**src/rtl/mtg_pkg.sv**
```systemverilog
// Shared types and constants for the slot-0 multitouch gesture decoder.
// No dependencies; compiled first.
`default_nettype none

package mtg_pkg;

  // Fixed point format of normalized coordinates
  localparam int FRACTION_BITS = 16;
  localparam int NORM_W        = FRACTION_BITS + 1;
  localparam int CNT_W         = $clog2(FRACTION_BITS);

  // Payload widths
  localparam int TYPE_W  = 5;
  localparam int CODE_W  = 10;
  localparam int VALUE_W = 32;
  localparam int DATA_W  = 32;
  localparam int PADDR_W = 4;

  // Event classes and codes
  localparam logic [TYPE_W-1:0] TYPE_SYN    = 5'd0;
  localparam logic [TYPE_W-1:0] TYPE_ABS    = 5'd3;
  localparam logic [CODE_W-1:0] CODE_REPORT = 10'h000;
  localparam logic [CODE_W-1:0] CODE_SLOT   = 10'h02f;
  localparam logic [CODE_W-1:0] CODE_TRACK  = 10'h039;
  localparam logic [CODE_W-1:0] CODE_POS_X  = 10'h035;
  localparam logic [CODE_W-1:0] CODE_POS_Y  = 10'h036;

  // Result kinds
  typedef enum logic [1:0] {
    KIND_DOWN = 2'd0,
    KIND_UP   = 2'd1,
    KIND_MOVE = 2'd2
  } kind_t;

  // Register map, index = paddr[3:2]
  typedef enum logic [1:0] {
    REG_X_MIN = 2'd0,
    REG_X_MAX = 2'd1,
    REG_Y_MIN = 2'd2,
    REG_Y_MAX = 2'd3
  } reg_idx_t;

  typedef struct packed {
    logic signed [VALUE_W-1:0] x_minimum;
    logic signed [VALUE_W-1:0] x_maximum;
    logic signed [VALUE_W-1:0] y_minimum;
    logic signed [VALUE_W-1:0] y_maximum;
  } cfg_t;

  // Sequencer states
  typedef enum logic [1:0] {
    ST_IDLE,
    ST_PREP,
    ST_DIV,
    ST_LOAD
  } state_t;

  // Controller -> datapath
  typedef struct packed {
    logic accept;    // input beat taken
    logic capture;   // report needs a result: latch operands
    logic prep;      // range checks, divider init
    logic step;      // one quotient bit
    logic load_out;  // move result into output register
  } cmd_t;

  // Datapath -> controller
  typedef struct packed {
    logic report_emit;  // offered beat is a report that yields a result
    logic out_free;     // output register can take a result this cycle
  } status_t;

endpackage

`default_nettype wire

```
**src/rtl/mtg_if.sv**
```systemverilog
// Valid/ready channel interfaces for input events and result beats.
// Depends on mtg_pkg.
`default_nettype none

interface mtg_evt_if;
  import mtg_pkg::*;
  logic                      valid;
  logic                      ready;
  logic [TYPE_W-1:0]         event_type;
  logic [CODE_W-1:0]         event_code;
  logic signed [VALUE_W-1:0] event_value;

  modport source (output valid, event_type, event_code, event_value, input ready);
  modport sink   (input valid, event_type, event_code, event_value, output ready);
endinterface

interface mtg_res_if;
  import mtg_pkg::*;
  logic              valid;
  logic              ready;
  logic [1:0]        touch_kind;
  logic [NORM_W-1:0] norm_x;
  logic [NORM_W-1:0] norm_y;

  modport source (output valid, touch_kind, norm_x, norm_y, input ready);
  modport sink   (input valid, touch_kind, norm_x, norm_y, output ready);
endinterface

`default_nettype wire

```
**src/rtl/mtg_cfg.sv**
```systemverilog
// APB register file holding the X/Y axis ranges.
// Depends on mtg_pkg.
`default_nettype none

module mtg_cfg (
  input  logic                         clk,
  input  logic                         rst,
  input  logic                         psel,
  input  logic                         penable,
  input  logic                         pwrite,
  input  logic [mtg_pkg::PADDR_W-1:0]  paddr,
  input  logic [mtg_pkg::DATA_W-1:0]   pwdata,
  output logic [mtg_pkg::DATA_W-1:0]   prdata,
  output mtg_pkg::cfg_t                cfg
);
  import mtg_pkg::*;

  reg_idx_t idx;
  logic     wr_en;

  assign idx   = reg_idx_t'(paddr[3:2]);
  assign wr_en = psel && penable && pwrite;

  // register writes at the access phase
  always_ff @(posedge clk) begin
    if (rst) begin
      cfg <= '0;
    end else if (wr_en) begin
      unique case (idx)
        REG_X_MIN: cfg.x_minimum <= pwdata;
        REG_X_MAX: cfg.x_maximum <= pwdata;
        REG_Y_MIN: cfg.y_minimum <= pwdata;
        REG_Y_MAX: cfg.y_maximum <= pwdata;
        default: ;
      endcase
    end
  end

  // read mux
  always_comb begin
    unique case (idx)
      REG_X_MIN: prdata = cfg.x_minimum;
      REG_X_MAX: prdata = cfg.x_maximum;
      REG_Y_MIN: prdata = cfg.y_minimum;
      REG_Y_MAX: prdata = cfg.y_maximum;
      default:   prdata = '0;
    endcase
  end

endmodule

`default_nettype wire

```
**src/rtl/mtg_div.sv**
```systemverilog
// One normalization lane: range check and restoring divider, one quotient bit per step.
// Depends on mtg_pkg.
`default_nettype none

module mtg_div (
  input  logic                               clk,
  input  logic                               capture,
  input  logic                               prep,
  input  logic                               step,
  input  logic signed [mtg_pkg::VALUE_W-1:0] value,
  input  logic signed [mtg_pkg::VALUE_W-1:0] lo,
  input  logic signed [mtg_pkg::VALUE_W-1:0] hi,
  output logic [mtg_pkg::NORM_W-1:0]         norm
);
  import mtg_pkg::*;

  logic signed [VALUE_W:0]    d;
  logic signed [VALUE_W:0]    r;
  logic                       sat_zero;
  logic                       sat_full;
  logic [VALUE_W-1:0]         rem;
  logic [VALUE_W-1:0]         div_r;
  logic [FRACTION_BITS-1:0]   quo;
  logic [VALUE_W:0]           shifted;
  logic                       ge;
  logic [VALUE_W:0]           diff;

  assign shifted = {rem, 1'b0};
  assign ge      = shifted >= {1'b0, div_r};
  assign diff    = shifted - {1'b0, div_r};

  always_ff @(posedge clk) begin
    // exact offsets, one bit wider than the raw values
    if (capture) begin
      d <= {value[VALUE_W-1], value} - {lo[VALUE_W-1], lo};
      r <= {hi[VALUE_W-1], hi} - {lo[VALUE_W-1], lo};
    end
    // empty range or below minimum gives zero; at or past maximum gives one
    if (prep) begin
      sat_zero <= (r[VALUE_W] || r == '0) || (d[VALUE_W] || d == '0);
      sat_full <= d >= r;
      rem      <= d[VALUE_W-1:0];
      div_r    <= r[VALUE_W-1:0];
    end
    // restoring step
    if (step) begin
      rem <= ge ? diff[VALUE_W-1:0] : shifted[VALUE_W-1:0];
      quo <= {quo[FRACTION_BITS-2:0], ge};
    end
  end

  always_comb begin
    if (sat_zero) begin
      norm = '0;
    end else if (sat_full) begin
      norm = NORM_W'(1) << FRACTION_BITS;
    end else begin
      norm = {1'b0, quo};
    end
  end

endmodule

`default_nettype wire

```
**src/rtl/mtg_dp.sv**
```systemverilog
// Datapath: slot-0 contact state, two normalization lanes, output register.
// Depends on mtg_pkg and mtg_div.
`default_nettype none

module mtg_dp (
  input  logic                               clk,
  input  logic                               rst,
  input  mtg_pkg::cmd_t                      cmd,
  output mtg_pkg::status_t                   status,
  input  mtg_pkg::cfg_t                      cfg,
  input  logic [mtg_pkg::TYPE_W-1:0]         event_type,
  input  logic [mtg_pkg::CODE_W-1:0]         event_code,
  input  logic signed [mtg_pkg::VALUE_W-1:0] event_value,
  input  logic                               res_ready,
  output logic                               res_valid,
  output logic [1:0]                         touch_kind,
  output logic [mtg_pkg::NORM_W-1:0]         norm_x,
  output logic [mtg_pkg::NORM_W-1:0]         norm_y
);
  import mtg_pkg::*;

  logic                      slot_is_zero;
  logic                      contact_active;
  logic signed [VALUE_W-1:0] current_x;
  logic signed [VALUE_W-1:0] current_y;
  logic                      was_touching;
  logic signed [VALUE_W-1:0] previous_x;
  logic signed [VALUE_W-1:0] previous_y;
  kind_t                     kind;
  kind_t                     kind_next;
  logic                      is_abs;
  logic                      is_report;
  logic                      emit;
  logic [NORM_W-1:0]         lane_x;
  logic [NORM_W-1:0]         lane_y;

  assign is_abs    = event_type == TYPE_ABS;
  assign is_report = event_type == TYPE_SYN && event_code == CODE_REPORT;

  // change detection against the last report
  always_comb begin
    emit      = 1'b1;
    kind_next = KIND_MOVE;
    if (contact_active && !was_touching) begin
      kind_next = KIND_DOWN;
    end else if (!contact_active && was_touching) begin
      kind_next = KIND_UP;
    end else if (!(contact_active &&
                   (current_x != previous_x || current_y != previous_y))) begin
      emit = 1'b0;
    end
  end

  assign status.report_emit = is_report && emit;
  assign status.out_free    = !res_valid || res_ready;

  // contact state, updated once per accepted beat
  always_ff @(posedge clk) begin
    if (rst) begin
      slot_is_zero   <= 1'b1;
      contact_active <= 1'b0;
      current_x      <= '0;
      current_y      <= '0;
      was_touching   <= 1'b0;
      previous_x     <= '0;
      previous_y     <= '0;
    end else if (cmd.accept) begin
      if (is_abs) begin
        unique case (event_code)
          CODE_SLOT:  slot_is_zero <= event_value == '0;
          CODE_TRACK: if (slot_is_zero) contact_active <= !event_value[VALUE_W-1];
          CODE_POS_X: if (slot_is_zero) current_x <= event_value;
          CODE_POS_Y: if (slot_is_zero) current_y <= event_value;
          default: ;
        endcase
      end else if (is_report) begin
        was_touching <= contact_active;
        previous_x   <= current_x;
        previous_y   <= current_y;
      end
    end
  end

  // kind of the result in flight
  always_ff @(posedge clk) begin
    if (cmd.capture) begin
      kind <= kind_next;
    end
  end

  mtg_div u_div_x (
    .clk     (clk),
    .capture (cmd.capture),
    .prep    (cmd.prep),
    .step    (cmd.step),
    .value   (current_x),
    .lo      (cfg.x_minimum),
    .hi      (cfg.x_maximum),
    .norm    (lane_x)
  );

  mtg_div u_div_y (
    .clk     (clk),
    .capture (cmd.capture),
    .prep    (cmd.prep),
    .step    (cmd.step),
    .value   (current_y),
    .lo      (cfg.y_minimum),
    .hi      (cfg.y_maximum),
    .norm    (lane_y)
  );

  // output register
  always_ff @(posedge clk) begin
    if (rst) begin
      res_valid <= 1'b0;
    end else if (cmd.load_out) begin
      res_valid <= 1'b1;
    end else if (res_ready) begin
      res_valid <= 1'b0;
    end
  end

  always_ff @(posedge clk) begin
    if (cmd.load_out) begin
      touch_kind <= kind;
      norm_x     <= lane_x;
      norm_y     <= lane_y;
    end
  end

endmodule

`default_nettype wire

```
**src/rtl/mtg_ctrl.sv**
```systemverilog
// Sequencer: input handshake, divider step count, hand-off to the output register.
// Depends on mtg_pkg.
`default_nettype none

module mtg_ctrl (
  input  logic               clk,
  input  logic               rst,
  input  logic               evt_valid,
  output logic               evt_ready,
  input  mtg_pkg::status_t   status,
  output mtg_pkg::cmd_t      cmd
);
  import mtg_pkg::*;

  state_t           state;
  state_t           state_next;
  logic [CNT_W-1:0] cnt;
  logic [CNT_W-1:0] cnt_next;

  // state and step counter
  always_ff @(posedge clk) begin
    if (rst) begin
      state <= ST_IDLE;
      cnt   <= '0;
    end else begin
      state <= state_next;
      cnt   <= cnt_next;
    end
  end

  // next state and commands
  always_comb begin
    state_next = state;
    cnt_next   = cnt;
    evt_ready  = 1'b0;
    cmd        = '0;
    unique case (state)
      ST_IDLE: begin
        evt_ready = 1'b1;
        if (evt_valid) begin
          cmd.accept = 1'b1;
          if (status.report_emit) begin
            cmd.capture = 1'b1;
            state_next  = ST_PREP;
          end
        end
      end
      ST_PREP: begin
        cmd.prep   = 1'b1;
        cnt_next   = '0;
        state_next = ST_DIV;
      end
      ST_DIV: begin
        cmd.step = 1'b1;
        cnt_next = cnt + 1'b1;
        if (cnt == CNT_W'(FRACTION_BITS - 1)) begin
          state_next = ST_LOAD;
        end
      end
      ST_LOAD: begin
        if (status.out_free) begin
          cmd.load_out = 1'b1;
          state_next   = ST_IDLE;
        end
      end
      default: state_next = ST_IDLE;
    endcase
  end

endmodule

`default_nettype wire

```
**src/rtl/multitouch_slot0_gesture_decoder_core.sv**
```systemverilog
// Top level of the slot-0 multitouch gesture decoder.
// Depends on mtg_pkg, mtg_if, mtg_cfg, mtg_div, mtg_dp and mtg_ctrl.
`default_nettype none

// Takes one event beat at a time. Slot, tracking-id and position events are
// absorbed without holding off the input, as is a report that yields no result. A
// report that yields touch down, up or move holds off the input through the
// operand latch, range check, one restoring-divider step per quotient bit for
// X and Y in parallel, then the load into the output register, which waits
// until that register is free. The next event is taken while a result waits in
// the output register. Axis range registers sit at byte addresses 0, 4, 8 and
// 12 (X min, X max, Y min, Y max); the user must write them only while the block
// is idle, as the block itself does not enforce this.
module multitouch_slot0_gesture_decoder_core (
  input  logic                        clk,
  input  logic                        rst,
  mtg_evt_if.sink                     evt,
  mtg_res_if.source                   res,
  input  logic                        psel,
  input  logic                        penable,
  input  logic                        pwrite,
  input  logic [mtg_pkg::PADDR_W-1:0] paddr,
  input  logic [mtg_pkg::DATA_W-1:0]  pwdata,
  output logic [mtg_pkg::DATA_W-1:0]  prdata,
  output logic                        pready
);
  import mtg_pkg::*;

  cfg_t    cfg;
  cmd_t    cmd;
  status_t status;

  assign pready = 1'b1;

  mtg_cfg u_cfg (
    .clk     (clk),
    .rst     (rst),
    .psel    (psel),
    .penable (penable),
    .pwrite  (pwrite),
    .paddr   (paddr),
    .pwdata  (pwdata),
    .prdata  (prdata),
    .cfg     (cfg)
  );

  mtg_ctrl u_ctrl (
    .clk       (clk),
    .rst       (rst),
    .evt_valid (evt.valid),
    .evt_ready (evt.ready),
    .status    (status),
    .cmd       (cmd)
  );

  mtg_dp u_dp (
    .clk         (clk),
    .rst         (rst),
    .cmd         (cmd),
    .status      (status),
    .cfg         (cfg),
    .event_type  (evt.event_type),
    .event_code  (evt.event_code),
    .event_value (evt.event_value),
    .res_ready   (res.ready),
    .res_valid   (res.valid),
    .touch_kind  (res.touch_kind),
    .norm_x      (res.norm_x),
    .norm_y      (res.norm_y)
  );

  // a report that needs a result blocks the input until it is done
  a_busy_after_capture: assert property (@(posedge clk) disable iff (rst)
    cmd.capture |=> !evt.ready)
    else $error("input taken while a result is being computed");

  // divider init is always followed by a step
  a_prep_then_step: assert property (@(posedge clk) disable iff (rst)
    cmd.prep |=> cmd.step)
    else $error("divider init not followed by a step");

  // a loaded result shows up on the result channel
  a_load_shows: assert property (@(posedge clk) disable iff (rst)
    cmd.load_out |=> res.valid)
    else $error("loaded result not presented");

  // normalized coordinates never exceed one
  a_norm_range: assert property (@(posedge clk) disable iff (rst)
    res.valid |-> (res.norm_x <= (NORM_W'(1) << FRACTION_BITS)) &&
                  (res.norm_y <= (NORM_W'(1) << FRACTION_BITS)))
    else $error("normalized coordinate above one");

endmodule

`default_nettype wire

```
**src/flat_wrapper.sv**
```systemverilog
// flat-port wrapper written by rule: the top's interface ports become plain ports
module multitouch_slot0_gesture_decoder_core_flat import mtg_pkg::*;
  (clk, rst, psel, penable, pwrite, paddr, pwdata, prdata, pready, evt_valid, evt_event_type, evt_event_code, evt_event_value, evt_ready, res_valid, res_touch_kind, res_norm_x, res_norm_y, res_ready);
  mtg_evt_if evt_i ();
  mtg_res_if res_i ();
  input  logic clk;
  input  logic rst;
  input  logic psel;
  input  logic penable;
  input  logic pwrite;
  input  logic [mtg_pkg::PADDR_W-1:0] paddr;
  input  logic [mtg_pkg::DATA_W-1:0] pwdata;
  output logic [mtg_pkg::DATA_W-1:0] prdata;
  output logic pready;
  input wire logic [$bits(evt_i.valid)-1:0] evt_valid;
  input wire logic [$bits(evt_i.event_type)-1:0] evt_event_type;
  input wire logic [$bits(evt_i.event_code)-1:0] evt_event_code;
  input wire logic [$bits(evt_i.event_value)-1:0] evt_event_value;
  output wire logic [$bits(evt_i.ready)-1:0] evt_ready;
  output wire logic [$bits(res_i.valid)-1:0] res_valid;
  output wire logic [$bits(res_i.touch_kind)-1:0] res_touch_kind;
  output wire logic [$bits(res_i.norm_x)-1:0] res_norm_x;
  output wire logic [$bits(res_i.norm_y)-1:0] res_norm_y;
  input wire logic [$bits(res_i.ready)-1:0] res_ready;
  assign evt_i.valid = evt_valid;
  assign evt_i.event_type = evt_event_type;
  assign evt_i.event_code = evt_event_code;
  assign evt_i.event_value = evt_event_value;
  assign evt_ready = evt_i.ready;
  assign res_valid = res_i.valid;
  assign res_touch_kind = res_i.touch_kind;
  assign res_norm_x = res_i.norm_x;
  assign res_norm_y = res_i.norm_y;
  assign res_i.ready = res_ready;
  multitouch_slot0_gesture_decoder_core u_core (.clk(clk), .rst(rst), .evt(evt_i), .res(res_i), .psel(psel), .penable(penable), .pwrite(pwrite), .paddr(paddr), .pwdata(pwdata), .prdata(prdata), .pready(pready));
endmodule
```
**config.mk**
```make
export PLATFORM = sky130hd
export DESIGN_NAME = multitouch_slot0_gesture_decoder_core_flat
export DESIGN_NICKNAME = d
export VERILOG_FILES = /design/src/rtl/mtg_pkg.sv /design/src/rtl/mtg_if.sv /design/src/rtl/mtg_cfg.sv /design/src/rtl/mtg_div.sv /design/src/rtl/mtg_dp.sv /design/src/rtl/mtg_ctrl.sv /design/src/rtl/multitouch_slot0_gesture_decoder_core.sv /design/src/flat_wrapper.sv
export SDC_FILE = /design/constraint.sdc
export NUM_CORES = 2
export LEC_CHECK = 0
export ABC_CLOCK_PERIOD_IN_PS = 8200
export BUFFER_PORTS_ARGS = -buffer_cell sky130_fd_sc_hd__buf_2
export CORE_MARGIN = 4
export CORE_UTILIZATION = 63
export CTS_CLUSTER_SIZE = 28
export DETAILED_ROUTE_END_ITERATION = 10
export PLACE_DENSITY_LB_ADDON = 0.25
export SYNTH_ARGS = -nofsm -noshare
export SYNTH_HDL_FRONTEND = slang
export SYNTH_SLANG_ARGS = --single-unit
```
**constraint.sdc**
```tcl
create_clock -name clk -period 8.2 [get_ports clk]
set_input_delay 2.46 -clock clk [delete_from_list [all_inputs] [get_ports clk]]
set_output_delay 2.46 -clock clk [all_outputs]
set_load 0.02 [all_outputs]
```
# ---- Yosys cells after proc, flatten, opt, wreduce, memory -nomap -nowiden
# Index checks and enable logic that the tools add are counted.
dict set report word_totals {
  regBits 600
  output_inout_bits 71
  elab_cells 136
}
dict set report op_classes {
  addsub 7
  magnitude_cmp 4
  n_eq_ne 18
  muxes 29
  bitwise 1
  n_reduce_logical 43
}
# operator n
set ops {}
lappend ops {{2-to-1 mux 32 bit} 6}
lappend ops {{logical NOT 33 bit} 4}
lappend ops {{subtractor 32 x 32 -> 33 bit} 4}
lappend ops {{case mux 32 bit (4 select lines)} 1}
lappend ops {{>= comparator 33 x 32 -> 1 bit} 2}
lappend ops {{>= comparator 33 bit} 2}
lappend ops {{inequality test 32 bit} 2}
lappend ops {{subtractor 32 bit} 2}
lappend ops {{equality test 10 x 6 -> 1 bit (second input constant)} 4}
lappend ops {{2-to-1 mux 17 bit} 2}
lappend ops {{logical NOT 32 bit} 1}
lappend ops {{AND reduction 4 bit} 4}
lappend ops {{2-to-1 mux 2 bit} 7}
lappend ops {{2-to-1 mux 1 bit} 11}
lappend ops {{logical NOT 10 bit} 1}
lappend ops {{equality test 2 bit (second input constant)} 4}
lappend ops {{logical OR 1 bit} 8}
lappend ops {{case mux 2 bit (4 select lines)} 1}
lappend ops {{case mux 4 bit (2 select lines)} 1}
lappend ops {{AND reduction 2 bit} 4}
lappend ops {{logical AND 1 bit} 7}
lappend ops {{AND reduction 3 bit} 2}
lappend ops {{nonzero test 2 bit} 3}
lappend ops {{equality test 5 x 2 -> 1 bit (second input constant)} 1}
lappend ops {{10 further kinds} 18}

# ---- Longest topological paths before layout
dict set report depth {
  depth_word 11
  mapped_depth 13
  depth_no_buf 12
}

# ---- Hierarchy
# Synthesis repeated with hierarchy kept, for this count alone.
dict set report unflattened {
  hier_cells 3573
  hier_area_um2 35454.0
}
# mod instances cells_each area_per_inst_um2 seq_area_each_um2
set by_module_without_submodules {}
lappend by_module_without_submodules {{mtg_div at u_core.u_dp.u_div_x} 1 1185 11382.2 4444.3}
lappend by_module_without_submodules {{mtg_div at u_core.u_dp.u_div_y} 1 1115 11178.2 4444.3}
lappend by_module_without_submodules {mtg_dp 1 734 6625.1 3783.6}
lappend by_module_without_submodules {mtg_cfg 1 494 5889.4 2562.5}
lappend by_module_without_submodules {mtg_ctrl 1 43 367.9 120.1}
lappend by_module_without_submodules {multitouch_slot0_gesture_decoder_core 1 2 11.3 0.0}

# ---- Least setup slack after synthesis
# No wires, ideal clock.
dict set report synth_path {
  path_type {input -> register}
  startpoint {input port evt_event_code[9]}
  endpoint {register u_core.u_dp.kind[0], enable pin}
  t_arrival_ns 6.142
  required_ns 7.690
  setup_slack_ns 1.548
  cell_stages 4
  cell_sequence {nor3b_1 > nand2_1 > nor3_1 > and3_1}
}
# element line_no
set synth_rtl {}
lappend synth_rtl {{from (decl)} flat_wrapper.sv:17} ;# input wire logic [$bits(evt_i.event_code)-1:0] evt_event_code;
lappend synth_rtl {{to (signal assigned)} mtg_dp.sv:87} ;# kind <= kind_next;
lappend synth_rtl {{to (decl)} mtg_dp.sv:29} ;# kind_t kind;

# ---- Worst setup path in the final report
dict set report layout_path {
  startpoint {input port paddr[2] (netlist name)}
  endpoint {output port prdata[15] (netlist name)}
}
dict set report layout_via {
  elab_chain_cells 2
  word_cells_on_any_way 5
  cone_classes {eq/ne: 3; mux: 1; reduce/logical: 1}
}
# element line_no
set layout_rtl {}
lappend layout_rtl {{from (decl)} flat_wrapper.sv:11} ;# input logic [mtg_pkg::PADDR_W-1:0] paddr;
lappend layout_rtl {{equality test 2 bit (tied with other cells)} mtg_cfg.sv:41} ;# unique case (idx)
lappend layout_rtl {{case mux 32 bit (4 select lines) *} mtg_cfg.sv:41}
lappend layout_rtl {{to (decl)} flat_wrapper.sv:13} ;# output logic [mtg_pkg::DATA_W-1:0] prdata;
# Every way passes the cells marked *; elsewhere a longest branch is shown, timed or not.

==> impl_metrics.json <==
{
  "fin_ws_ns": 1.56,
  "rsz0062_at_grt": "false",
  "path_class": "in2out",
  "worst_r2r_endpoint": "u_core.u_dp.u_div_y.r[19]",
  "syn_inst": 3749,
  "via_per_inst": 6.26,
  "wl_per_cell_um": 21.9,
  "worstPathMaxFanout": 22,
  "track_usage_pct": 33.1,
  "cts_buffers": 60,
  "synth_edf_count": 334,
  "cts_hold_buf": 0,
  "hp-class": "reg2reg",
  "cp_top_family": "buffers and inverters",
  "crit_chain": "buf_2 -> buf_4 -> mux4_2 -> buf_2",
  "synth.yosys.seq_area_share_pct": 43.9,
  "grt_overflow": 0,
  "async_flop_share_pct": 0,
  "drtIter0Drc": 3636,
  "start_util_pct": 63.6,
  "rr_worst_depth": 7,
  "worst_setup_path_start_kind": "primary input",
  "gp_congestion": 1.00,
  "p_seq_share_pct": 49.7,
  "leakage_nw": 15.4,
  "max_stage_delay_ns": 0.60,
  "swShare_pct": 23.4,
  "finalSetupViolations": 0,
  "cts_resized": 0,
  "slew_violations": 0,
  "io_pins": 161,
  "layout-drive-gt1-share_pct": 9.16,
  "final_util_pct": 69.5,
  "drtAntennaViolNets": 0,
  "cap_violations": 0,
  "cts-root-buf": "clkbuf_16",
  "cts_max_path_buffers": 3,
  "dp_hpwl_um": 76400,
  "ir_drop_v": 0.000166,
  "io_buffers": 157,
  "syn_nets": 4108,
  "place_ws_ns": 1.58,
  "skew_ns": 0.0185,
  "dieArea_mm2": 0.0593,
  "grt_max_degree": 121,
  "grt_pass1_vias": 26900,
  "synth_common_cells": "nand2_1 (633), a21oi_1 (483), edfxtp_1 (334)",
  "worstPathRequired_ns": 5.74,
  "hp-start": "u_core.u_dp.u_div_x.quo[8]",
  "avgSynthCellArea_um2": 9.32,
  "clock_sinks": 600,
  "status": "completed",
  "slowest_stage": "buf_2",
  "ys_ff_latch": 600,
  "yosysMostFrequentCell": "nand2_1",
  "intPower_mw": 4.94,
  "yosysTopAreaCell": "edfxtp_1",
  "placed_cell_area_mm2": 0.0363,
  "synth_top_area_share_pct": 28.7,
  "worstSkewPairLatency_ns": 0.63,
  "hold_viol_final": 0,
  "power.density_mw_per_mm2": 169,
  "grt_pass1_wl_um": 154000,
  "final_area_mm2": 0.0382,
  "min_to": "u_core.u_dp.u_div_x.quo[9]",
  "p_switching_mw": 1.51,
  "comb_power_share_pct": 8.1,
  "ys.flop_type": "edfxtp_1",
  "worstMarginPinSlew_ns": 1.23,
  "nets": 4199,
  "rows": 86,
  "ys_warn_count": 0,
  "max_freq_mhz": 151,
  "synthTopCellsByArea": "edfxtp_1 (29%), dfxtp_1 (15%), ha_1 (9.4%)",
  "cts_setup_buffers": 0,
  "period_needed_ns": 6.64,
  "r2r-start": "u_core.u_dp.current_x[5]",
  "antenna_found_initial": 2,
  "vias": 29000,
  "hold_depth": 0,
  "worstPathArrival_ns": 4.18,
  "cp_num_buf_inv": 3,
  "period_share_pct": 81.0,
  "finalPower_mw": 6.45,
  "crit_path_end_kind": "output port",
  "rrSetupSlack_ns": 4.10,
  "cts_tree": "yes",
  "fillers": 4253,
  "area_delta_synth_final_pct": 9.31,
  "fin_setup_tns_ns": 0,
  "power_frac_clock_pct": 42.2,
  "die-width_um": 244,
  "die_h_um": 244,
  "cts_max_level": 2,
  "drt_wl_total_um": 102000,
  "drc": 0,
  "cp.depth": 4,
  "dr.pass1.iters": 7,
  "synth_area_mm2": 0.0349,
  "core_mm2": 0.0550,
  "cp_common_cell": "buf_2",
  "max_slew_margin_pct": 17.1,
  "path_clk_slew_ns": 0.06,
  "yosysUniqueCellTypes": 91
}
==> through the flow <==
| step | hold WS [ns] | instances |
|---|---|---|
| finish | 0.445 | 4635 |
| global route | 0.456 | 4633 |
| CTS | 0.444 | 4633 |
| detailed placement | 0.423 | 4526 |
| global placement | 0.421 | 4526 |
| floorplan | 0.400 | 3749 |
==> worst max path at each step <==
| stage | from | endpoint | slack [ns] |
|---|---|---|---|
| 3_3_place_gp | paddr[2] | prdata[12] | 1.60 |
| 2_1_floorplan | evt_event_code[9] | u_core.u_dp.kind[0] | 1.55 |
| 6_report | paddr[2] | prdata[15] | 1.56 |
| 5_1_grt | paddr[2] | prdata[14] | 1.49 |
| 3_5_place_dp | paddr[2] | prdata[13] | 1.58 |
| 4_1_cts | paddr[2] | prdata[14] | 1.58 |
==> metal layers <==
metal | wire, um | track usage, % | vias up
met5 | 0 | 0 | -
met4 | 6620 | 17.7 | 0
met3 | 10700 | 6.25 | 276
met2 | 42800 | 49.4 | 1554
met1 | 41500 | 46.1 | 13700
li1 | - | - | 13600
==> state kept, by name, summed over array words and instances, names as in the netlist, 2 cells and up <==
| name | flops |
|---|---|
| u_core.u_cfg.cfg | 128 |
| u_core.u_ctrl.cnt | 4 |
| u_core.u_ctrl.state | 2 |
| u_core.u_dp.current_x | 32 |
| u_core.u_dp.current_y | 32 |
| u_core.u_dp.kind | 2 |
| u_core.u_dp.norm_x | 17 |
| u_core.u_dp.norm_y | 17 |
| u_core.u_dp.previous_x | 32 |
| u_core.u_dp.previous_y | 32 |
| u_core.u_dp.touch_kind | 2 |
| u_core.u_dp.u_div_x.d | 33 |
| u_core.u_dp.u_div_x.div_r | 32 |
| u_core.u_dp.u_div_x.quo | 16 |
| u_core.u_dp.u_div_x.r | 33 |
| u_core.u_dp.u_div_x.rem | 32 |
| u_core.u_dp.u_div_y.d | 33 |
| u_core.u_dp.u_div_y.div_r | 32 |
| u_core.u_dp.u_div_y.quo | 16 |
| u_core.u_dp.u_div_y.r | 33 |
| u_core.u_dp.u_div_y.rem | 32 |
==> cell usage in the layout (no fill, tap or decap), types with 34 or more instances in the layout <==
cell type  netlist  layout
nand3_1         45      45
nand4_1         58      58
xnor2_1        141     141
nor2_1         181     181
a21oi_1        483     483
nor4_1          58      58
and2_1          44      43
o21ai_0        132     132
nand2_1        633     630
buf_2           20     156
edfxtp_1       334     334
clkbuf_16        0      62
inv_1          259     259
xor2_1          83      83
mux2i_1         49      49
nor2b_1         40      39
ha_1           263     260
dfxtp_1        266     266
o21a_1          34      34
a21o_1          91      91
==> cell families (layout without fill, tap and decap cells) <==
group | after synthesis | count (layout) | share of synthesized area [%]
muxes | 84 | 84 | 3.56
other | 1 | 3 | 0.0107
DFF | 600 | 600 | 43.9
and+or+nand+nor | 1198 | 1198 | 15.6
AOI/OAI and AO/OA | 962 | 962 | 16.8
buffers and inverters | 411 | 547 | 4.67
xor gates and xnor gates | 224 | 224 | 5.61
adders and majority gates | 269 | 269 | 9.76
==> layout make-up <==
class	instances	area, um2	area share, %
diodes	2	5.00	0.0131
clock buffers	75	1640	4.29
multi-input cells	2738	18000	47.2
inverters	259	972	2.55
flip-flops and latches	600	15400	40.2
repair buffers	181	975	2.55
well taps	748	936	2.45
clock inverters	32	283	0.740
==> power by group through the flow <==
| stage | clock, mW | sequential, mW | combinational, mW |
|---|---|---|---|
| final | 2.72 | 3.20 | 0.523 |
| after global placement | 0 | 3.27 | 0.502 |
| after CTS | 2.73 | 3.20 | 0.512 |
| after detailed placement | 0 | 3.27 | 0.508 |
| after floorplan | 0 | 3.26 | 0.353 |
| after global routing | 2.86 | 3.20 | 0.564 |
Note: power is estimated with default switching activity, not from simulation.
